[src/point_hyperplane_distance_core_assert.svh]
// Assertion macros shared by the distance core modules.
`ifndef POINT_HYPERPLANE_DISTANCE_CORE_ASSERT_SVH
`define POINT_HYPERPLANE_DISTANCE_CORE_ASSERT_SVH

// Same-cycle implication, disabled while in reset.
`define PHD_ASSERT_IMPL(label, clk, rst_n, ante, cons) \
    label: assert property (@(posedge clk) disable iff (!rst_n) (ante) |-> (cons)) \
        else $error("phd assertion failed");

// Next-cycle implication, disabled while in reset.
`define PHD_ASSERT_NEXT(label, clk, rst_n, ante, cons) \
    label: assert property (@(posedge clk) disable iff (!rst_n) (ante) |=> (cons)) \
        else $error("phd assertion failed");

`endif

[src/phd_pkg.sv]
package phd_pkg;

    localparam int ACC_W   = 42;             // dot and norm accumulators
    localparam int TOTAL_W = ACC_W + 1;      // dot plus aligned offset
    localparam int DVD_W   = TOTAL_W + 4;    // magnitude scaled by 16
    localparam int ROOT_W  = ACC_W / 2;      // floor root of the norm
    localparam int DIST_W  = 32;

    localparam logic [DIST_W-1:0] DIST_MAX = '1;

    typedef struct packed {
        logic signed [15:0] point_value;
        logic signed [15:0] plane_value;
        logic signed [15:0] plane_offset;
        logic               last_element;
    } t_in_word;

    typedef struct packed {
        logic [DIST_W-1:0] distance;
        logic              zero_plane;
    } t_out_word;

    // One finished vector handed from the accumulators to the back end.
    typedef struct packed {
        logic signed [TOTAL_W-1:0] total;
        logic [ACC_W-1:0]          norm;
    } t_job;

endpackage

[src/phd_front.sv]
module phd_front (
    input  logic              i_clk,
    input  logic              i_rst_n,
    input  logic              i_valid,
    input  phd_pkg::t_in_word i_word,
    output logic              o_stall,
    input  logic              i_queue_full,
    output logic              o_push,
    output phd_pkg::t_job     o_job
);

    logic [phd_pkg::ACC_W-1:0]          r_dot;
    logic [phd_pkg::ACC_W-1:0]          r_norm;
    logic [phd_pkg::ACC_W-1:0]          n_dot;
    logic [phd_pkg::ACC_W-1:0]          n_norm;
    logic signed [31:0]                 w_dot_prod;
    logic signed [31:0]                 w_norm_prod;
    logic signed [phd_pkg::TOTAL_W-1:0] w_offset;
    logic                               w_accept;

    assign o_stall  = i_queue_full;
    assign w_accept = i_valid && !o_stall;

    assign w_dot_prod  = i_word.point_value * i_word.plane_value;
    assign w_norm_prod = i_word.plane_value * i_word.plane_value;

    // Accumulators wrap modulo 2^42.
    assign n_dot  = r_dot + {{(phd_pkg::ACC_W-32){w_dot_prod[31]}}, w_dot_prod};
    assign n_norm = r_norm + {{(phd_pkg::ACC_W-32){1'b0}}, w_norm_prod};

    // Offset moves to the product scale: Q.12 -> Q.24.
    assign w_offset = {{(phd_pkg::TOTAL_W-28){i_word.plane_offset[15]}},
                       i_word.plane_offset, 12'b0};

    assign o_push      = w_accept && i_word.last_element;
    assign o_job.total = $signed({n_dot[phd_pkg::ACC_W-1], n_dot}) + w_offset;
    assign o_job.norm  = n_norm;

    always_ff @(posedge i_clk) begin
        if (!i_rst_n) begin
            r_dot  <= '0;
            r_norm <= '0;
        end else if (w_accept) begin
            if (i_word.last_element) begin
                r_dot  <= '0;
                r_norm <= '0;
            end else begin
                r_dot  <= n_dot;
                r_norm <= n_norm;
            end
        end
    end

endmodule

[src/phd_queue.sv]
module phd_queue #(
    parameter int DEPTH = 2
) (
    input  logic          i_clk,
    input  logic          i_rst_n,
    input  logic          i_push,
    input  phd_pkg::t_job i_job,
    output logic          o_full,
    input  logic          i_pop,
    output logic          o_valid,
    output phd_pkg::t_job o_job
);

`include "point_hyperplane_distance_core_assert.svh"

    localparam int PTR_W = (DEPTH > 1) ? $clog2(DEPTH) : 1;
    localparam int CNT_W = $clog2(DEPTH + 1);

    phd_pkg::t_job    r_mem [DEPTH];
    logic [PTR_W-1:0] r_wr_ptr;
    logic [PTR_W-1:0] r_rd_ptr;
    logic [CNT_W-1:0] r_count;

    function automatic logic [PTR_W-1:0] f_next(input logic [PTR_W-1:0] ptr);
        f_next = (ptr == PTR_W'(DEPTH - 1)) ? '0 : ptr + 1'b1;
    endfunction

    assign o_full  = (r_count == CNT_W'(DEPTH));
    assign o_valid = (r_count != '0);
    assign o_job   = r_mem[r_rd_ptr];

    always_ff @(posedge i_clk) begin
        if (i_push) begin
            r_mem[r_wr_ptr] <= i_job;
        end
    end

    always_ff @(posedge i_clk) begin
        if (!i_rst_n) begin
            r_wr_ptr <= '0;
            r_rd_ptr <= '0;
            r_count  <= '0;
        end else begin
            if (i_push) begin
                r_wr_ptr <= f_next(r_wr_ptr);
            end
            if (i_pop) begin
                r_rd_ptr <= f_next(r_rd_ptr);
            end
            if (i_push && !i_pop) begin
                r_count <= r_count + 1'b1;
            end else if (i_pop && !i_push) begin
                r_count <= r_count - 1'b1;
            end
        end
    end

    `PHD_ASSERT_IMPL(a_no_push_full, i_clk, i_rst_n, i_push, !o_full)
    `PHD_ASSERT_IMPL(a_no_pop_empty, i_clk, i_rst_n, i_pop, o_valid)
    `PHD_ASSERT_IMPL(a_count_bound, i_clk, i_rst_n, 1'b1, r_count <= CNT_W'(DEPTH))

endmodule

[src/phd_back.sv]
module phd_back (
    input  logic               i_clk,
    input  logic               i_rst_n,
    input  logic               i_job_valid,
    input  phd_pkg::t_job      i_job,
    output logic               o_pop,
    output logic               o_out_valid,
    output phd_pkg::t_out_word o_out_word,
    input  logic               i_out_stall
);

`include "point_hyperplane_distance_core_assert.svh"

    localparam int ACC_W   = phd_pkg::ACC_W;
    localparam int TOTAL_W = phd_pkg::TOTAL_W;
    localparam int DVD_W   = phd_pkg::DVD_W;
    localparam int ROOT_W  = phd_pkg::ROOT_W;
    localparam int DIST_W  = phd_pkg::DIST_W;
    localparam int CNT_W   = $clog2(DVD_W);

    typedef enum logic [1:0] {
        S_IDLE,
        S_SQRT,
        S_DIV,
        S_DONE
    } t_state;

    t_state             r_state;
    logic [ACC_W-1:0]   r_rad;      // radicand remainder
    logic [ACC_W:0]     r_root;
    logic [ACC_W-1:0]   r_bit;
    logic [CNT_W-1:0]   r_cnt;
    logic [DVD_W-1:0]   r_dvd;
    logic [DVD_W-1:0]   r_quo;
    logic [ROOT_W-1:0]  r_rem;
    logic               r_zero;
    logic               r_out_valid;
    phd_pkg::t_out_word r_out_word;

    logic [TOTAL_W-1:0] w_mag;
    logic [ACC_W:0]     w_trial;
    logic               w_take;
    logic [ROOT_W-1:0]  w_divisor;
    logic [ROOT_W:0]    w_shift;
    logic [ROOT_W:0]    w_diff;
    logic               w_qbit;
    logic               w_out_free;
    logic [DIST_W-1:0]  w_dist;

    assign o_pop       = (r_state == S_IDLE) && i_job_valid;
    assign o_out_valid = r_out_valid;
    assign o_out_word  = r_out_word;
    assign w_out_free  = !r_out_valid || !i_out_stall;

    assign w_mag = i_job.total[TOTAL_W-1] ? TOTAL_W'(-i_job.total) : TOTAL_W'(i_job.total);

    // Square root, one result bit per cycle.
    assign w_trial = r_root + {1'b0, r_bit};
    assign w_take  = ({1'b0, r_rad} >= w_trial);

    // Restoring divide, one quotient bit per cycle.
    assign w_divisor = r_root[ROOT_W-1:0];
    assign w_shift   = {r_rem, r_dvd[DVD_W-1]};
    assign w_diff    = w_shift - {1'b0, w_divisor};
    assign w_qbit    = (w_shift >= {1'b0, w_divisor});

    assign w_dist = (r_quo[DVD_W-1:DIST_W] != '0) ? phd_pkg::DIST_MAX : r_quo[DIST_W-1:0];

    always_ff @(posedge i_clk) begin
        if (!i_rst_n) begin
            r_state     <= S_IDLE;
            r_out_valid <= 1'b0;
        end else begin
            // load a finished word, or drop the one just taken
            if ((r_state == S_DONE) && w_out_free) begin
                r_out_valid           <= 1'b1;
                r_out_word.distance   <= r_zero ? phd_pkg::DIST_MAX : w_dist;
                r_out_word.zero_plane <= r_zero;
            end else if (!i_out_stall) begin
                r_out_valid <= 1'b0;
            end
            case (r_state)
                S_IDLE: begin
                    if (i_job_valid) begin
                        r_rad  <= i_job.norm;
                        r_root <= '0;
                        r_bit  <= ACC_W'(1) << (ACC_W - 2);
                        r_cnt  <= CNT_W'(ROOT_W - 1);
                        r_dvd  <= {w_mag, 4'b0};
                        r_zero <= (i_job.norm == '0);
                        // zero plane skips the arithmetic
                        r_state <= (i_job.norm == '0) ? S_DONE : S_SQRT;
                    end
                end
                S_SQRT: begin
                    if (w_take) begin
                        r_rad  <= r_rad - w_trial[ACC_W-1:0];
                        r_root <= (r_root >> 1) + {1'b0, r_bit};
                    end else begin
                        r_root <= r_root >> 1;
                    end
                    r_bit <= r_bit >> 2;
                    if (r_cnt == '0) begin
                        r_cnt   <= CNT_W'(DVD_W - 1);
                        r_rem   <= '0;
                        r_state <= S_DIV;
                    end else begin
                        r_cnt <= r_cnt - 1'b1;
                    end
                end
                S_DIV: begin
                    r_rem <= w_qbit ? w_diff[ROOT_W-1:0] : w_shift[ROOT_W-1:0];
                    r_quo <= {r_quo[DVD_W-2:0], w_qbit};
                    r_dvd <= r_dvd << 1;
                    if (r_cnt == '0) begin
                        r_state <= S_DONE;
                    end else begin
                        r_cnt <= r_cnt - 1'b1;
                    end
                end
                S_DONE: begin
                    if (w_out_free) begin
                        r_state <= S_IDLE;
                    end
                end
                default: begin
                    r_state <= S_IDLE;
                end
            endcase
        end
    end

    `PHD_ASSERT_IMPL(a_div_nonzero, i_clk, i_rst_n, r_state == S_DIV,
        (w_divisor != '0) && (r_root[ACC_W:ROOT_W] == '0))
    `PHD_ASSERT_NEXT(a_zero_plane, i_clk, i_rst_n, o_pop && (i_job.norm == '0),
        (r_state == S_DONE) && r_zero)

endmodule

[src/point_hyperplane_distance_core.sv]
// Streaming point-to-hyperplane distance. The front end accepts one element
// (point coordinate, plane coefficient) per cycle and accumulates the dot
// product and squared norm; the element flagged last closes the vector and
// queues it, so the next vector can start streaming in the following cycle.
// The back end then loads the job, takes a bit-serial square root of the norm
// (ROOT_W = 21 result bits), divides the scaled magnitude by the root bit
// by bit and registers the result; a zero plane skips both. Up to QUEUE_DEPTH
// closed vectors wait between the two; once the queue is full, the input
// stalls until the back end takes the oldest. The result sits in an output
// register, so the back end starts the next vector while it waits to be taken.
module point_hyperplane_distance_core #(
    parameter int QUEUE_DEPTH = 2
) (
    input  logic               i_clk,
    input  logic               i_rst_n,
    input  logic               i_in_valid,
    input  phd_pkg::t_in_word  i_in_word,
    output logic               o_in_stall,
    output logic               o_out_valid,
    output phd_pkg::t_out_word o_out_word,
    input  logic               i_out_stall
);

    logic          w_push;
    logic          w_full;
    logic          w_pop;
    logic          w_job_valid;
    phd_pkg::t_job w_push_job;
    phd_pkg::t_job w_pop_job;

    phd_front u_front (
        .i_clk        (i_clk),
        .i_rst_n      (i_rst_n),
        .i_valid      (i_in_valid),
        .i_word       (i_in_word),
        .o_stall      (o_in_stall),
        .i_queue_full (w_full),
        .o_push       (w_push),
        .o_job        (w_push_job)
    );

    phd_queue #(
        .DEPTH (QUEUE_DEPTH)
    ) u_queue (
        .i_clk   (i_clk),
        .i_rst_n (i_rst_n),
        .i_push  (w_push),
        .i_job   (w_push_job),
        .o_full  (w_full),
        .i_pop   (w_pop),
        .o_valid (w_job_valid),
        .o_job   (w_pop_job)
    );

    phd_back u_back (
        .i_clk       (i_clk),
        .i_rst_n     (i_rst_n),
        .i_job_valid (w_job_valid),
        .i_job       (w_pop_job),
        .o_pop       (w_pop),
        .o_out_valid (o_out_valid),
        .o_out_word  (o_out_word),
        .i_out_stall (i_out_stall)
    );

endmodule
[config.mk]
export PLATFORM = sky130hd
export DESIGN_NAME = point_hyperplane_distance_core
export DESIGN_NICKNAME = d
export VERILOG_FILES = /design/src/phd_pkg.sv /design/src/phd_front.sv /design/src/phd_queue.sv /design/src/phd_back.sv /design/src/point_hyperplane_distance_core.sv
export VERILOG_INCLUDE_DIRS = /design/src /design/src/src
export SDC_FILE = /design/constraint.sdc
export NUM_CORES = 2
export LEC_CHECK = 0
export ABC_AREA = 1
export BUFFER_PORTS_ARGS = -buffer_cell sky130_fd_sc_hd__buf_2
export CORE_UTILIZATION = 30
export CTS_CLUSTER_DIAMETER = 80
export CTS_CLUSTER_SIZE = 28
export DETAILED_ROUTE_END_ITERATION = 8
export PLACE_DENSITY = 0.49
export SYNTH_ARGS = -nofsm -noshare
export SYNTH_HDL_FRONTEND = slang
export SYNTH_SLANG_ARGS = --single-unit
[constraint.sdc]
create_clock -name i_clk -period 14 [get_ports i_clk]
set_input_delay 2.1 -clock i_clk [delete_from_list [all_inputs] [get_ports i_clk]]
set_output_delay 2.1 -clock i_clk [all_outputs]
set_load 0.02 [all_outputs]
Word level (Yosys, flattened, before mapping). Memory sizes are Yosys's and may differ from the RTL's. A register that Yosys moved wholly into a read port is not among the register bits. Cells that the tools add are included. W data, S select, Z words.

Add/sub/neg operators: 13. Multipliers: 2. $lt $le $gt $ge: 2. Eq/ne operators: 11. Multiplexer cells: 36. Reduce and logical (&&, ||, !) cells: 32.

Operator list (count): $mux W42 (5); $pmux W42 S2 (2); $mux W43 (3); $pmux W47 S2 (1); $pmux W43 S2 (1); $mul A16 B16 Y32 (2); $mux W47 (1); $add A42 B28 Y43 (1); $add A42 B42 Y43 (1); $add A43 B42 Y43 (1); $ge A42 B43 Y1 (1); $neg A43 Y43 (1); $add A42 B32 Y42 (1); $add A42 B42 Y42 (1); $logic_not A42 Y1 (1); $mux W21 (2); $pmux W21 S2 (1); $sub A42 B42 Y42 (1); $ge A22 B21 Y1 (1); $sub A21 B21 Y21 (1); $mux W6 (3); $pmux W6 S3 (1); $reduce_bool A15 Y1 (1); $mux W2 (7); other kinds (21) (55).

Bits in registers: 373. RAM bits: 170. Input port bits: 53. Output and inout bits: 35. Memories kept: 1.

Memories: u_queue.r_mem (words 2, bits a word 85, read ports 1, clocked after memory_dff 1, write ports 1, line phd_queue.sv:19) `phd_pkg::t_job r_mem [DEPTH];`.

Longest topological paths before layout.
Depth after elaboration: 8. Gate-level depth with buffers: 51.

Modules after synthesis. A second synthesis with hierarchy kept.

Cells, all modules: 7025. Area, all modules: 55568.3 sq um.

Modules (own cells, without submodules): phd_front (times used 1, cells each 4176, area each 29789.8 sq um); phd_back (times used 1, cells each 2550, area each 19409.9 sq um); phd_queue (times used 1, cells each 299, area each 6368.6 sq um).

Worst setup path after synthesis. Ideal clock, no wire load.

Path type: input -> register. Start point: input i_in_word[40] in the netlist's numbering. End point: memory u_queue.r_mem[0][81] in the netlist's numbering, data pin. Arrival: 9.912 ns. Setup slack: 3.819 ns. Cell stages on the path: 44. Path buffers: 2. Path through: clkbuf_1 > clkbuf_1 > nand2_1 > fa_1 > inv_1 > fa_1 > inv_1 > fa_1 > inv_1 > fa_1 > fa_1 > inv_1 > fa_1 > inv_1 > ha_1 > nand2_1 > inv_1 > a21oi_1 > [8 not listed] > nor2_1 > inv_1 > nor2_1 > inv_1 > o21ai_0 > a21o_1 > nor2_1 > or2_2 > ha_1 > nand2_1 > inv_1 > a21oi_1 > o21ai_0 > a21oi_1 > nand2_1 > a21oi_1 > o21ai_0 > xor2_1.

RTL lines: start, declared (line point_hyperplane_distance_core.sv:17) `input phd_pkg::t_in_word i_in_word,`; end, declared (line phd_queue.sv:19).

==> results.env <==
RESULT_OF_THE_RUN='finished clean'
FLOORPLAN.DIE.HEIGHT_UM=431
FINAL_COMMON_CELL='sky130_fd_sc_hd__nand2_1'
FINAL-HOLD-VIOLATION-COUNT=0
SYNTH_MUX_AREA_SHARE_PCT=0.453
POSTSYNTHREGISTERBITS=519
PATH_CLK_SLEW_PS=100
CRITPATHCAPTURE='u_queue.r_mem[1][84]'
WORST_EP_REQUIRED_TIME_PS=14390
SYN_INST=7007
FIN_NETS=7941
AREA_GROWTH_FROM_SYNTHESIS_TO_FINAL_LAYOUT_PCT=8.16
GLOBALROUTETOTALUTIL_PCT=17.3
TIMING_WORST_SETUP_PATH_TYPE='input pin to flop'
SYNTHESIS.AREA_MM2=0.0553
RSZ0062_AT_GRT='no'
CLOCK_LATENCY_AT_THE_LATER_PIN_OF_THE_WORST_SKEW_PAIR_PS=650
SYNTH-MAIN-FF-CELL='sky130_fd_sc_hd__edfxtp_1'
FINAL.SETUP.WORST_SLACK_PS=2500
CTS-RESIZED-GATES=0
H-TREE-DEPTH=2
ROUTEDWLPERCELL_UM=16.9
CP_DATA_ARRIVAL_TIME_PS=11890
DIE_X_UM=431
TRITONCTS_SINKS=519
FINALNONFILLERCELLS=9487
YOSYS.AREA_SHARE.ADDER_PCT=27.1
DIE-AREA_MM2=0.186
DETAILEDROUTE.FIRSTPASSITERATIONCOUNT=6
LAUNCHING_ELEMENT_TYPE_OF_THE_CRITICAL_PATH='input pin'
GRT_MAX_DEGREE=86
PLACE.DETAILED.HPWL_MM=130
SYNTHESIS.YOSYS.WARNINGS=0
GRT_PASS1_WL_MM=256
SETUP_VIOL=0
FIRST_GLOBAL_VIAS=45500
TIMING.CRITICAL_PATH.MODE_CELL='sky130_fd_sc_hd__inv_1'
POST_SYNTH_AND_OR_NAND_NOR_AREA_FRACTION_PCT=20.7
ROWS=157
CRITPATHSLOWESTCELL='sky130_fd_sc_hd__nor4_1'
SYNTH_SEQUENTIAL_AREA_RATIO_PCT=26.5
GRT.OVERFLOW.TOTAL=0
TNS_PS=0
TIMING_LIMITED_MAXIMUM_FREQUENCY_MHz=86.9
ANTENNA_VIOLATING_NETS_POST_ROUTE=0
POSTSYNTHAREAPERCELL_UM2=7.89
POST-PLACE-CELLS=9415
CLOCK_SKEW_PS=48.4
NUMBER_OF_ENABLE_TYPE_REGISTER_CELLS_IN_THE_SYNTHESIZED_NETLIST=427
CLK_PATH_BUF_DEPTH=3
ENDPOINT_KIND='flop'
SEQ_AREA_MM2=0.0147
PLACEMENT.IO_BUFFERS=87
AVGVIACOUNTPERCELL=4.69
WORST_PATH_LARGEST_CELL_DELAY_PS=640
MIN_PATH_TYPE='flop to flop'
WORSTREG2REGSTART='u_back.r_root[14]'
TIMING_WORST_SLEW_PIN_VALUE_PS=1160
SETUP_SLACK_OF_THE_WORST_REGISTER_TO_REGISTER_PATH_PS=7880
SYNTH_COMPOUND_GATE_AREA_SHARE_PCT=10.0
CTS-ROOT-BUF='sky130_fd_sc_hd__clkbuf_16'
MAXSLEWVIOLCOUNT=0
FIN_CRIT_SH_PCT=82.2
IO-PIN-COUNT=88
REG2REGPATHDEPTH=21
FLOORPLAN.INITIALDENSITY_PCT=30.2
WORSTREG2REGEND='u_back.r_rad[8]'
PERIOD_MINUS_SLACK_PS=11500
CRITPATHMAXFANOUT=33
CTSHOLDBUFFERS=0
YOSYS_CELL_TYPES=67
FILLERINSTANCES=19700
ROUTE.VIAS.TOTAL=44500
ANTENNA_FOUND_INITIAL=11
CTS_MADE_BUFFERS=39
MULTIINPUTGATEAREA_MM2=0.0347
FIN_WORST_HOLD_SLACK_PS=447
CAP_VIOL_MAX_COUNT=0
DRT-TOTAL-WL_MM=160
HOLDPATHSTAGES=0
YOSYS.AREA_SHARE.XOR_XNOR_PCT=4.40
ASYNCSETRESETFLOPFRACSYNTH_PCT=0
SLEW-LIMIT-HEADROOM_PCT=22.7
DRC=0
CTS_TREE='done'
CP-STARTPOINT='i_in_word[18]'
SYN-NUM-NETS=7956
CTS_POST_SETUP_BUFFERS_INSERTED=0
CORE-AREA_MM2=0.183
GP_WEIGHTED_CONGESTION=0.947
SYNTH_TOP_FAMILY_BY_AREA='adder cells'
FINAL_LAYOUT_SIZE_SUFFIX_GT1_SHARE_PCT=4.63
INITIALDRTVIOLATIONCOUNT=2784
FINAL_CELL_MIX='sky130_fd_sc_hd__nand2_1, sky130_fd_sc_hd__inv_1, sky130_fd_sc_hd__fa_1, sky130_fd_sc_hd__nor2_1, sky130_fd_sc_hd__a21oi_1'
POST-PLACE-WS_PS=1780
[state kept, by name (all words and copies together) (netlist names), 6 cells and up, named ones only]
register and flops:
u_back.o_out_word 33, u_queue.r_mem 170, u_back.r_dvd 43, u_front.r_dot 42
u_back.r_cnt 6, u_back.r_rem 21, u_back.r_quo 47, u_back.r_rad 42
u_back.r_bit 21, u_front.r_norm 42, u_back.r_root 43
[worst min path at each step]
stage	to	slack [ps]	start
finish	u_back.r_quo[16]	450	u_back.r_quo[15]
global route	u_back.r_quo[16]	450	u_back.r_quo[15]
CTS	u_back.r_quo[16]	460	u_back.r_quo[15]
detailed placement	u_back.r_quo[9]	430	u_back.r_quo[8]
global placement	u_back.r_quo[42]	430	u_back.r_quo[41]
floorplan	flop	430	u_queue.r_rd_ptr
[cells by family (layout without fill, tap and decap cells)]
family                     Yosys count  after routing
muxes                               25             25
other                                0              2
adders and majority gates          896            896
buffers and inverters             1542           1556
DFF                                519            519
xor gates and xnor gates           278            278
AOI/OAI and AO/OA                  984            984
and+or+nand+nor                   2763           2763
[cells in the mapped netlist, drive strengths merged, types with 44 or more instances]
library cell  instances  area (µm²)
a21oi               435        2190
a31oi                50         313
buf                  44         342
clkbuf              132         497
dfxtp                92        1840
edfxtp              427       12800
fa                  505       10100
ha                  391        4890
inv                1365        5120
nand2              1751        6640
nand3               282        1440
nand4                48         307
nor2                499        1920
nor3                 67         355
o21ai               366        2030
xnor2                93         815
xor2                185        1620
[per-stage QoR]
step / util (%) / instance area (µm²)
after floorplan: - / 55300
after global placement: 31.8 / 58300
after detailed placement: 31.8 / 58300
after CTS: 32.7 / 59800
after global routing: 32.7 / 59800
final: 32.7 / 59800
[layer usage]
metal  part of all wire (%)  track usage (%)  vias up
met5                      0                0        -
met4                    1.8             3.33        0
met3                    2.8             1.23      153
met2                     47             29.1      733
met1                     49             24.3    21500
li1                       -                -    22100
[cell type report]
cell class	count	share of cell area, %
multi-input combinational	4946	58.1
sequential	519	24.5
inverter	1366	8.58
tap	2464	5.16
clock buffer	42	1.69
timing repair buffer	120	1.14
clock inverter	28	0.797
antenna	2	0.00837
[worst max-delay path: cells and delay by family]
kind | cells | cell delay (ps)
xor+xnor | 2 | 490
compound gates | 9 | 1860
buf+inv | 8 | 1310
simple gates | 10 | 2070
fa+ha+maj | 9 | 4010
Power is left out: the tool's default activity adds up to more than one toggle a clock period on the data nets, which glitch-free logic cannot reach.
